==> src/sv/sprite_xor_framebuffer_macros.svh <==
// Assertion macros shared by the framebuffer modules.
`ifndef SPRITE_XOR_FRAMEBUFFER_MACROS_SVH
`define SPRITE_XOR_FRAMEBUFFER_MACROS_SVH
`ifndef SYNTHESIS
`define SXFB_ASSERT_IMP(name, clk, rstn, ante, cons) \
    name: assert property (@(posedge clk) disable iff (!(rstn)) (ante) |-> (cons)) \
        else $error("sxfb assertion failed");
`define SXFB_ASSERT_NXT(name, clk, rstn, ante, cons) \
    name: assert property (@(posedge clk) disable iff (!(rstn)) (ante) |=> (cons)) \
        else $error("sxfb assertion failed");
`else
`define SXFB_ASSERT_IMP(name, clk, rstn, ante, cons)
`define SXFB_ASSERT_NXT(name, clk, rstn, ante, cons)
`endif
`endif

==> src/sv/sxfb_pkg.sv <==
// Types and constants for the sprite XOR framebuffer.
package sxfb_pkg;

    typedef enum logic [1:0] {
        CMD_CLEAR = 2'd0,
        CMD_DRAW  = 2'd1,
        CMD_TICK  = 2'd2,
        CMD_READ  = 2'd3
    } cmd_e;

    localparam logic [16:0] COUNT_MAX     = 17'h1FFFF;
    localparam logic [15:0] LEFTOVER_MAX  = 16'hFFFF;
    localparam logic [15:0] THRESH_RESET  = 16'd8;

    // item held in the input stage
    typedef struct packed {
        cmd_e        cmd;
        logic [5:0]  x_mod;
        logic [3:0]  row_index;
        logic [7:0]  sprite_byte;
        logic [15:0] cycles;
        logic        row_ok;
    } s1_item_t;

    typedef struct packed {
        logic we;
        logic clear;
    } mem_ctl_t;

    typedef struct packed {
        logic        accepted;
        logic        collision;
        logic [63:0] row_pixels;
        logic [15:0] leftover;
    } result_t;

endpackage

==> src/sv/sxfb_row_store.sv <==
// Framebuffer row memory with per-row valid bits and write forwarding.
`include "sprite_xor_framebuffer_macros.svh"
module sxfb_row_store #(
    parameter int ROWS = 32,
    parameter int AW   = 5
) (
    input  logic                clk,
    input  logic                rst_n,
    input  logic                re,
    input  logic [AW-1:0]       raddr,
    input  sxfb_pkg::mem_ctl_t  ctl,
    input  logic [AW-1:0]       waddr,
    input  logic [63:0]         wdata,
    output logic [63:0]         row_data
);

    logic [63:0]   mem [ROWS];
    logic [ROWS-1:0] row_valid_reg;
    logic [63:0]   rd_data_reg;
    logic          rd_valid_reg;
    logic          same_addr;

    assign same_addr = ctl.we && (waddr == raddr);

    always_ff @(posedge clk) begin
        if (ctl.we) begin
            mem[waddr] <= wdata;
        end
        if (re) begin
            rd_data_reg <= same_addr ? wdata : mem[raddr];
        end
    end

    // a row never written since the last clear reads as zero
    always_ff @(posedge clk) begin
        if (!rst_n) begin
            row_valid_reg <= '0;
            rd_valid_reg  <= 1'b0;
        end else begin
            if (ctl.clear) begin
                row_valid_reg <= '0;
            end else if (ctl.we) begin
                row_valid_reg[waddr] <= 1'b1;
            end
            if (re) begin
                rd_valid_reg <= ctl.clear ? 1'b0 : (same_addr ? 1'b1 : row_valid_reg[raddr]);
            end
        end
    end

    assign row_data = rd_valid_reg ? rd_data_reg : 64'd0;

    `SXFB_ASSERT_NXT(a_clear_empties, clk, rst_n, ctl.clear, row_valid_reg == '0)
    `SXFB_ASSERT_NXT(a_write_marks, clk, rst_n, ctl.we, row_valid_reg[$past(waddr)])
    `SXFB_ASSERT_IMP(a_no_clear_and_write, clk, rst_n, ctl.clear, !ctl.we)

endmodule

==> src/sv/sxfb_core.sv <==
// Per-item execution: timing counter, collision flag, sprite XOR and result.
module sxfb_core #(
    parameter int SCREEN_COLS = 64
) (
    input  logic                clk,
    input  logic                rst_n,
    input  logic                cfg_we,
    input  logic [15:0]         cfg_data,
    input  logic                step,
    input  sxfb_pkg::s1_item_t  item,
    input  logic [63:0]         row_data,
    output sxfb_pkg::mem_ctl_t  ctl,
    output logic [63:0]         wdata,
    output sxfb_pkg::result_t   result
);

    localparam logic [63:0] VIS_MASK = ~(64'hFFFF_FFFF_FFFF_FFFF >> SCREEN_COLS);

    logic [15:0] threshold_reg;
    logic [16:0] cycle_count_reg, cycle_count_next;
    logic        collision_reg, collision_next;

    logic        cnt_ok;
    logic [63:0] line;
    logic        hit;
    logic [16:0] extra;
    logic [16:0] base;
    logic [17:0] sum;

    assign cnt_ok = cycle_count_reg >= {1'b0, threshold_reg};
    assign line   = ({item.sprite_byte, 56'd0} >> item.x_mod) & VIS_MASK;
    assign hit    = (row_data & line) != 64'd0;
    assign wdata  = row_data ^ line;
    assign extra  = cnt_ok ? (cycle_count_reg - {1'b0, threshold_reg}) : 17'd0;
    assign base   = cnt_ok ? 17'd0 : cycle_count_reg;
    assign sum    = {1'b0, base} + {2'b00, item.cycles};

    always_comb begin
        cycle_count_next = cycle_count_reg;
        collision_next   = collision_reg;
        ctl.we           = 1'b0;
        ctl.clear        = 1'b0;
        result.accepted  = 1'b0;
        result.row_pixels = 64'd0;
        result.leftover  = 16'd0;
        case (item.cmd)
            sxfb_pkg::CMD_CLEAR: begin
                ctl.clear = step;
            end
            sxfb_pkg::CMD_DRAW: begin
                if (cnt_ok) begin
                    result.accepted = 1'b1;
                    ctl.we          = step && item.row_ok;
                    // row 0 restarts the flag before its own pixels count
                    collision_next  = ((item.row_index == 4'd0) ? 1'b0 : collision_reg)
                                      | (item.row_ok & hit);
                end
            end
            sxfb_pkg::CMD_TICK: begin
                if (extra == 17'd0) begin
                    cycle_count_next = (sum > {1'b0, sxfb_pkg::COUNT_MAX}) ?
                                       sxfb_pkg::COUNT_MAX : sum[16:0];
                end else begin
                    cycle_count_next = 17'd0;
                end
                result.leftover = extra[16] ? sxfb_pkg::LEFTOVER_MAX : extra[15:0];
            end
            sxfb_pkg::CMD_READ: begin
                if (item.row_ok) begin
                    result.row_pixels = row_data & VIS_MASK;
                end
            end
            default: begin
                ctl.we = 1'b0;
            end
        endcase
        result.collision = collision_next;
    end

    always_ff @(posedge clk) begin
        if (!rst_n) begin
            threshold_reg   <= sxfb_pkg::THRESH_RESET;
            cycle_count_reg <= 17'd0;
            collision_reg   <= 1'b0;
        end else begin
            if (cfg_we) begin
                threshold_reg <= cfg_data;
            end
            if (step) begin
                cycle_count_reg <= cycle_count_next;
                collision_reg   <= collision_next;
            end
        end
    end

endmodule

==> src/sv/sprite_xor_framebuffer.sv <==
// Sprite XOR framebuffer top level: input stage, row store, core, result register.
// Throughput: one item per cycle while the result output does not stall.
// Stage 1 registers the item and the row read from the memory's single read port;
// stage 2 XORs, writes the row back and loads the result register.
// A back-to-back draw to the same row is forwarded around the memory. Reset (aresetn
// low, synchronous) empties the screen, zeroes counter and flag, sets threshold to 8.
`include "sprite_xor_framebuffer_macros.svh"
module sprite_xor_framebuffer #(
    parameter int SCREEN_COLS = 64,
    parameter int SCREEN_ROWS = 32,
    parameter int SPRITE_ROWS = 15
) (
    input  logic        aclk,
    input  logic        aresetn,
    input  logic        cfg_wr_en,
    input  logic [15:0] cfg_wr_data,
    input  logic        s_valid,
    output logic        s_ready,
    input  logic [1:0]  s_command,
    input  logic [7:0]  s_x_origin,
    input  logic [7:0]  s_y_origin,
    input  logic [3:0]  s_row_index,
    input  logic [7:0]  s_sprite_byte,
    input  logic [15:0] s_cycles,
    input  logic [4:0]  s_row_select,
    output logic        m_valid,
    input  logic        m_ready,
    output logic        m_accepted,
    output logic        m_collision,
    output logic [63:0] m_row_pixels,
    output logic [15:0] m_leftover_cycles
);

    localparam int AW = (SCREEN_ROWS > 1) ? $clog2(SCREEN_ROWS) : 1;
    // reciprocal of the screen size, exact for 8-bit origins and sizes up to 64
    localparam logic [16:0] X_RECIP = 17'(65536 / SCREEN_COLS + 1);
    localparam logic [16:0] Y_RECIP = 17'(65536 / SCREEN_ROWS + 1);

    sxfb_pkg::s1_item_t s1_item_reg, s1_item_next;
    logic [AW-1:0]      s1_addr_reg, s1_addr_next;
    logic               s1_valid_reg;
    logic               m_valid_reg;
    sxfb_pkg::result_t  result_reg, result_next;

    sxfb_pkg::mem_ctl_t mem_ctl;
    logic [63:0]        mem_wdata;
    logic [63:0]        row_data;

    logic               out_load;
    logic               in_acc;
    sxfb_pkg::cmd_e     in_cmd;
    logic [23:0]        x_prod, y_prod;
    logic [7:0]         x_wrap, y_wrap;
    logic [6:0]         draw_row;
    logic [6:0]         addr7;
    logic               draw_ok, read_ok;

    assign out_load = s1_valid_reg && (!m_valid_reg || m_ready);
    assign s_ready  = !s1_valid_reg || out_load;
    assign in_acc   = s_valid && s_ready;

    // address of the row this item touches
    assign in_cmd   = sxfb_pkg::cmd_e'(s_command);
    assign x_prod   = 24'(s_x_origin) * 24'(X_RECIP);
    assign y_prod   = 24'(s_y_origin) * 24'(Y_RECIP);
    assign x_wrap   = s_x_origin - 8'(16'(x_prod[23:16]) * 16'(SCREEN_COLS));
    assign y_wrap   = s_y_origin - 8'(16'(y_prod[23:16]) * 16'(SCREEN_ROWS));
    assign draw_row = 7'(y_wrap[5:0]) + 7'(s_row_index);
    assign draw_ok  = ({1'b0, s_row_index} < 5'(SPRITE_ROWS)) && (draw_row < 7'(SCREEN_ROWS));
    assign read_ok  = 7'(s_row_select) < 7'(SCREEN_ROWS);
    assign addr7    = (in_cmd == sxfb_pkg::CMD_DRAW) ? draw_row : 7'(s_row_select);

    always_comb begin
        s1_item_next.cmd         = in_cmd;
        s1_item_next.x_mod       = x_wrap[5:0];
        s1_item_next.row_index   = s_row_index;
        s1_item_next.sprite_byte = s_sprite_byte;
        s1_item_next.cycles      = s_cycles;
        s1_item_next.row_ok      = (in_cmd == sxfb_pkg::CMD_DRAW) ? draw_ok : read_ok;
        s1_addr_next             = addr7[AW-1:0];
    end

    always_ff @(posedge aclk) begin
        if (in_acc) begin
            s1_item_reg <= s1_item_next;
            s1_addr_reg <= s1_addr_next;
        end
        if (out_load) begin
            result_reg <= result_next;
        end
    end

    always_ff @(posedge aclk) begin
        if (!aresetn) begin
            s1_valid_reg <= 1'b0;
            m_valid_reg  <= 1'b0;
        end else begin
            if (in_acc) begin
                s1_valid_reg <= 1'b1;
            end else if (out_load) begin
                s1_valid_reg <= 1'b0;
            end
            if (out_load) begin
                m_valid_reg <= 1'b1;
            end else if (m_ready) begin
                m_valid_reg <= 1'b0;
            end
        end
    end

    sxfb_row_store #(
        .ROWS (SCREEN_ROWS),
        .AW   (AW)
    ) u_row_store (
        .clk      (aclk),
        .rst_n    (aresetn),
        .re       (in_acc),
        .raddr    (s1_addr_next),
        .ctl      (mem_ctl),
        .waddr    (s1_addr_reg),
        .wdata    (mem_wdata),
        .row_data (row_data)
    );

    sxfb_core #(
        .SCREEN_COLS (SCREEN_COLS)
    ) u_core (
        .clk      (aclk),
        .rst_n    (aresetn),
        .cfg_we   (cfg_wr_en),
        .cfg_data (cfg_wr_data),
        .step     (out_load),
        .item     (s1_item_reg),
        .row_data (row_data),
        .ctl      (mem_ctl),
        .wdata    (mem_wdata),
        .result   (result_next)
    );

    assign m_valid           = m_valid_reg;
    assign m_accepted        = result_reg.accepted;
    assign m_collision       = result_reg.collision;
    assign m_row_pixels      = result_reg.row_pixels;
    assign m_leftover_cycles = result_reg.leftover;

    `SXFB_ASSERT_NXT(a_stage_holds, aclk, aresetn, s1_valid_reg && !out_load, s1_valid_reg)
    `SXFB_ASSERT_NXT(a_load_shows, aclk, aresetn, out_load, m_valid_reg)
    `SXFB_ASSERT_IMP(a_tick_only_leftover, aclk, aresetn,
                     m_valid_reg && (m_leftover_cycles != 16'd0),
                     !m_accepted && (m_row_pixels == 64'd0))
    `SXFB_ASSERT_IMP(a_draw_no_pixels, aclk, aresetn, m_valid_reg && m_accepted,
                     m_row_pixels == 64'd0)

endmodule

==> config.mk <==
export PLATFORM = sky130hd
export DESIGN_NAME = sprite_xor_framebuffer
export DESIGN_NICKNAME = d
export VERILOG_FILES = /design/src/sv/sxfb_pkg.sv /design/src/sv/sxfb_row_store.sv /design/src/sv/sxfb_core.sv /design/src/sv/sprite_xor_framebuffer.sv
export VERILOG_INCLUDE_DIRS = /design/src /design/src/sv
export SDC_FILE = /design/constraint.sdc
export NUM_CORES = 2
export LEC_CHECK = 0
export ABC_CLOCK_PERIOD_IN_PS = 15270
export BUFFER_PORTS_ARGS = -buffer_cell sky130_fd_sc_hd__buf_2
export CORE_MARGIN = 2
export CORE_UTILIZATION = 61
export CTS_CLUSTER_SIZE = 8
export DETAILED_ROUTE_END_ITERATION = 8
export PLACE_DENSITY = 0.78
export REMOVE_ABC_BUFFERS = 1
export SYNTH_ARGS = -nofsm -noshare
export SYNTH_HDL_FRONTEND = slang
export SYNTH_SLANG_ARGS = --single-unit
==> constraint.sdc <==
create_clock -name aclk -period 15.27 [get_ports aclk]
set_input_delay 2.2905 -clock aclk [delete_from_list [all_inputs] [get_ports aclk]]
set_output_delay 2.2905 -clock aclk [all_outputs]
set_load 0.01 [all_outputs]
==> results.ini <==
[power]
netSwitchingFraction_pct=22.9
total_power_w=0.0149
p_per_area_nw_per_um2=140
switchingPower_w=0.00341
p_comb_share_pct=8.5
p_leak_nw=37.6
intPower_w=0.0114
pwr-share-seq_pct=47.9
p_clk_share_pct=43.6
worst_ir_drop_vdd_mv=0.137

[global_routing]
grt_pass1_wl_um=383000
grtUsageTotal_pct=32.9
gr-total-overflow=0
grt_pass1_vias=60800
grt_max_degree=189
antenna_found_initial=7

[placed_design]
numPortBuffers=150
gp_congestion=0.904
place_area_sq_um=96800
dp_hpwl_um=127000

[cells_and_area]
syn2layout_area_growth_pct=12.1
fillers=9759
final_common_cell=edfxtp_1
largest_reg_flops=2048
fin_util_pct=68.8
seqCellArea_sq_um=68500
final_cell_mix=edfxtp_1, nand2_1, nand3_1, a311oi_1, clkbuf_16
multi_input_area_sq_um=23900
nets=7616
drive_gt1_share_pct=9.09
fin_area_sq_um=106000

[sta]
hold_violations=0
relSlewSlack_pct=3.27
tightest_slew_ns=1.45
finalSetupViolations=0
rsz0062_at_grt=no
slew_viol_final=0
fin_crit_sh_pct=43.4
max_freq_mhz=151
finalCriticalPeriod_ns=6.62
fin_worst_skew_ns=0.0722

[critical_path]
cp.arrival_ns=7.39
reg2reg_depth=10
worst-r2r-setup-slack_ns=9.92
critPathKind=input port to flip-flop
startpoint_type=input port
timing.rr.end=u_row_store.mem[29][36]
critPathRequiredTime_ns=16.04
r2r_start=u_core.cycle_count_reg[1]
setup.worst_path.end_class=flip-flop
cp_max_fo=188

[clock_tree]
ctsHoldBuffers=0
clk_latency_ns=0.95
clk_pin_slew_ns=0.05
clock_sinks=2305
cts_max_path_buffers=4
cts_root_buf=clkbuf_16
cts_buffers=339
postCtsSetupRepairBufs=0
htreeDepth=5
cts_tree=done
cts_resized=0

[routing]
drt-vias-per-instance=6.69
via_count=63800
ant_nets=0
drc=0
drtIter0Drc=10700
routedWlPerCell_um=27.7
routed_wl_um=265000
firstDrtPassIters=7

[logic_synthesis]
ys.warnings.count=0
synth_ff_type=edfxtp_1
syn_avg_cell_area_sq_um=12.8
synth.distinct_cells=72
netlist_instances=7351
synthArstFlopShare_pct=0
yosysSeqAreaShare_pct=72.6
synth_area_sq_um=94400
ys_ff_latch=2305
synth_edf_count=2236

[floorplan]
dieArea_sq_um=158000
core_area_sq_um=154000
num_io_pins=156
die_h_um=397
die_x_um=397
start_util_pct=61.3
rows=144

[job]
drv_cap=0

[status]
status=complete, no violations

[worst_hold_path]
hp-class=flip-flop to flip-flop
min_from=u_row_store.row_valid_reg[29]
hold_end=u_row_store.row_valid_reg[29]
hold_depth=1

[worst max-delay path by stage]
| stage | from | end | slack [ns] | cells past startpoint |
|---|---|---|---|---|
| 3_3_place_gp | s_row_index[0] | u_row_store.rd_data_reg[31] | 7.96 | 15 |
| 6_report | s_row_index[0] | u_row_store.rd_data_reg[46] | 8.65 | 14 |
| 2_1_floorplan | s_row_select[0] | u_row_store.rd_data_reg[0] | -34.54 | 9 |
| 4_1_cts | s_row_index[0] | u_row_store.rd_data_reg[33] | 8.83 | 14 |
| 3_5_place_dp | s_row_index[0] | u_row_store.rd_data_reg[31] | 7.87 | 15 |
| 5_1_grt | s_row_index[0] | u_row_store.rd_data_reg[33] | 8.45 | 14 |
[power groups by stage]
stage | registers (W) | clock network [W] | logic, W
finish | 0.00712 | 0.00647 | 0.00126
floorplan | 0.00723 | 0 | 0.000976
CTS | 0.00712 | 0.00649 | 0.00123
global placement | 0.00723 | 0 | 0.00118
detailed placement | 0.00723 | 0 | 0.00121
global route | 0.00712 | 0.00676 | 0.00135
[through the flow]
stage                     hold WS (ns)  setup WS [ns]  instances  setup TNS, ns
after floorplan                  0.437         -34.54       6843       -2280.14
after global placement           0.446           7.96       9143              0
after detailed placement         0.453           7.87       9143              0
after CTS                        0.464           8.83       9537              0
after global routing             0.471           8.45       9538              0
final                            0.463           8.65       9541              0
[routing by layer]
| metal | up-vias | track usage [%] | part of all wire, % |
|---|---|---|---|
| met5 | - | 0 | 0 |
| met4 | 0 | 16.4 | 5.1 |
| met3 | 831 | 7.68 | 14 |
| met2 | 4938 | 50.7 | 46 |
| met1 | 30900 | 44.4 | 35 |
| li1 | 27200 | - | - |
[synth_stat cells (all sizes together), types with 4 or more instances]
library cell     n  area [sq um]
nand3b           4          30.0
o21ai           81           417
mux2i           33           355
a21o            13          97.6
and3           265          1660
edfxtp        2236         67100
a21oi          189           968
dfxtp           69          1380
nor3b            4          30.0
buf            188           905
xnor2           22           211
nor2b           22           138
nand4           11          68.8
mux2             5          56.3
xor2             6          52.6
nor3            15          85.1
nor2           142           533
and4             4          35.0
and2           148           926
a31oi          134           838
nand3          535          2680
a211oi          69           518
ha             100          1250
a311oi         390          3420
inv             34           128
clkbuf         320          1200
o211ai           5          42.5
nand2         2184          8200
o21a            29           218
nor4            17           106
o22ai            7          43.8
or2              5          31.3
nand2b          10          70.1
a22o            16           140
[critical path, cell delays in order]
cell	delay, ns
buf_2	0.12
ha_1	0.26
and3b_1	0.21
a21oi_4	0.57
buf_12	0.66
buf_12	0.61
buf_4	0.76
nand2_1	0.14
and3_1	0.22
a311oi_1	0.41
a311oi_1	0.10
a211oi_1	0.39
a21oi_1	0.10
o21ai_1	0.19
[kinds of logic (layout without fill, tap and decap cells)]
family,after synthesis,after routing,share of synthesized area (%)
AND/OR/NAND/NOR,3374,3374,15.5
flip-flops,2305,2305,72.6
AO/OA/AOI/OAI,961,961,7.40
buffers and inverters,542,685,2.37
adder cells (fa/ha/maj),103,103,1.39
multiplexers,38,38,0.436
XOR/XNOR,28,28,0.280
other,0,3,0
[cell type report]
| class | count | area share, % |
|---|---|---|
| diodes | 3 | 0.00710 |
| inverters | 34 | 0.142 |
| well taps | 2044 | 2.42 |
| clock buffers | 383 | 8.30 |
| multi-input cells | 4504 | 22.6 |
| flip-flops and latches | 2305 | 64.8 |
| repair buffers | 257 | 1.63 |
| clock inverters | 11 | 0.142 |
No activity file was read; power rests on OpenSTA's default activity.
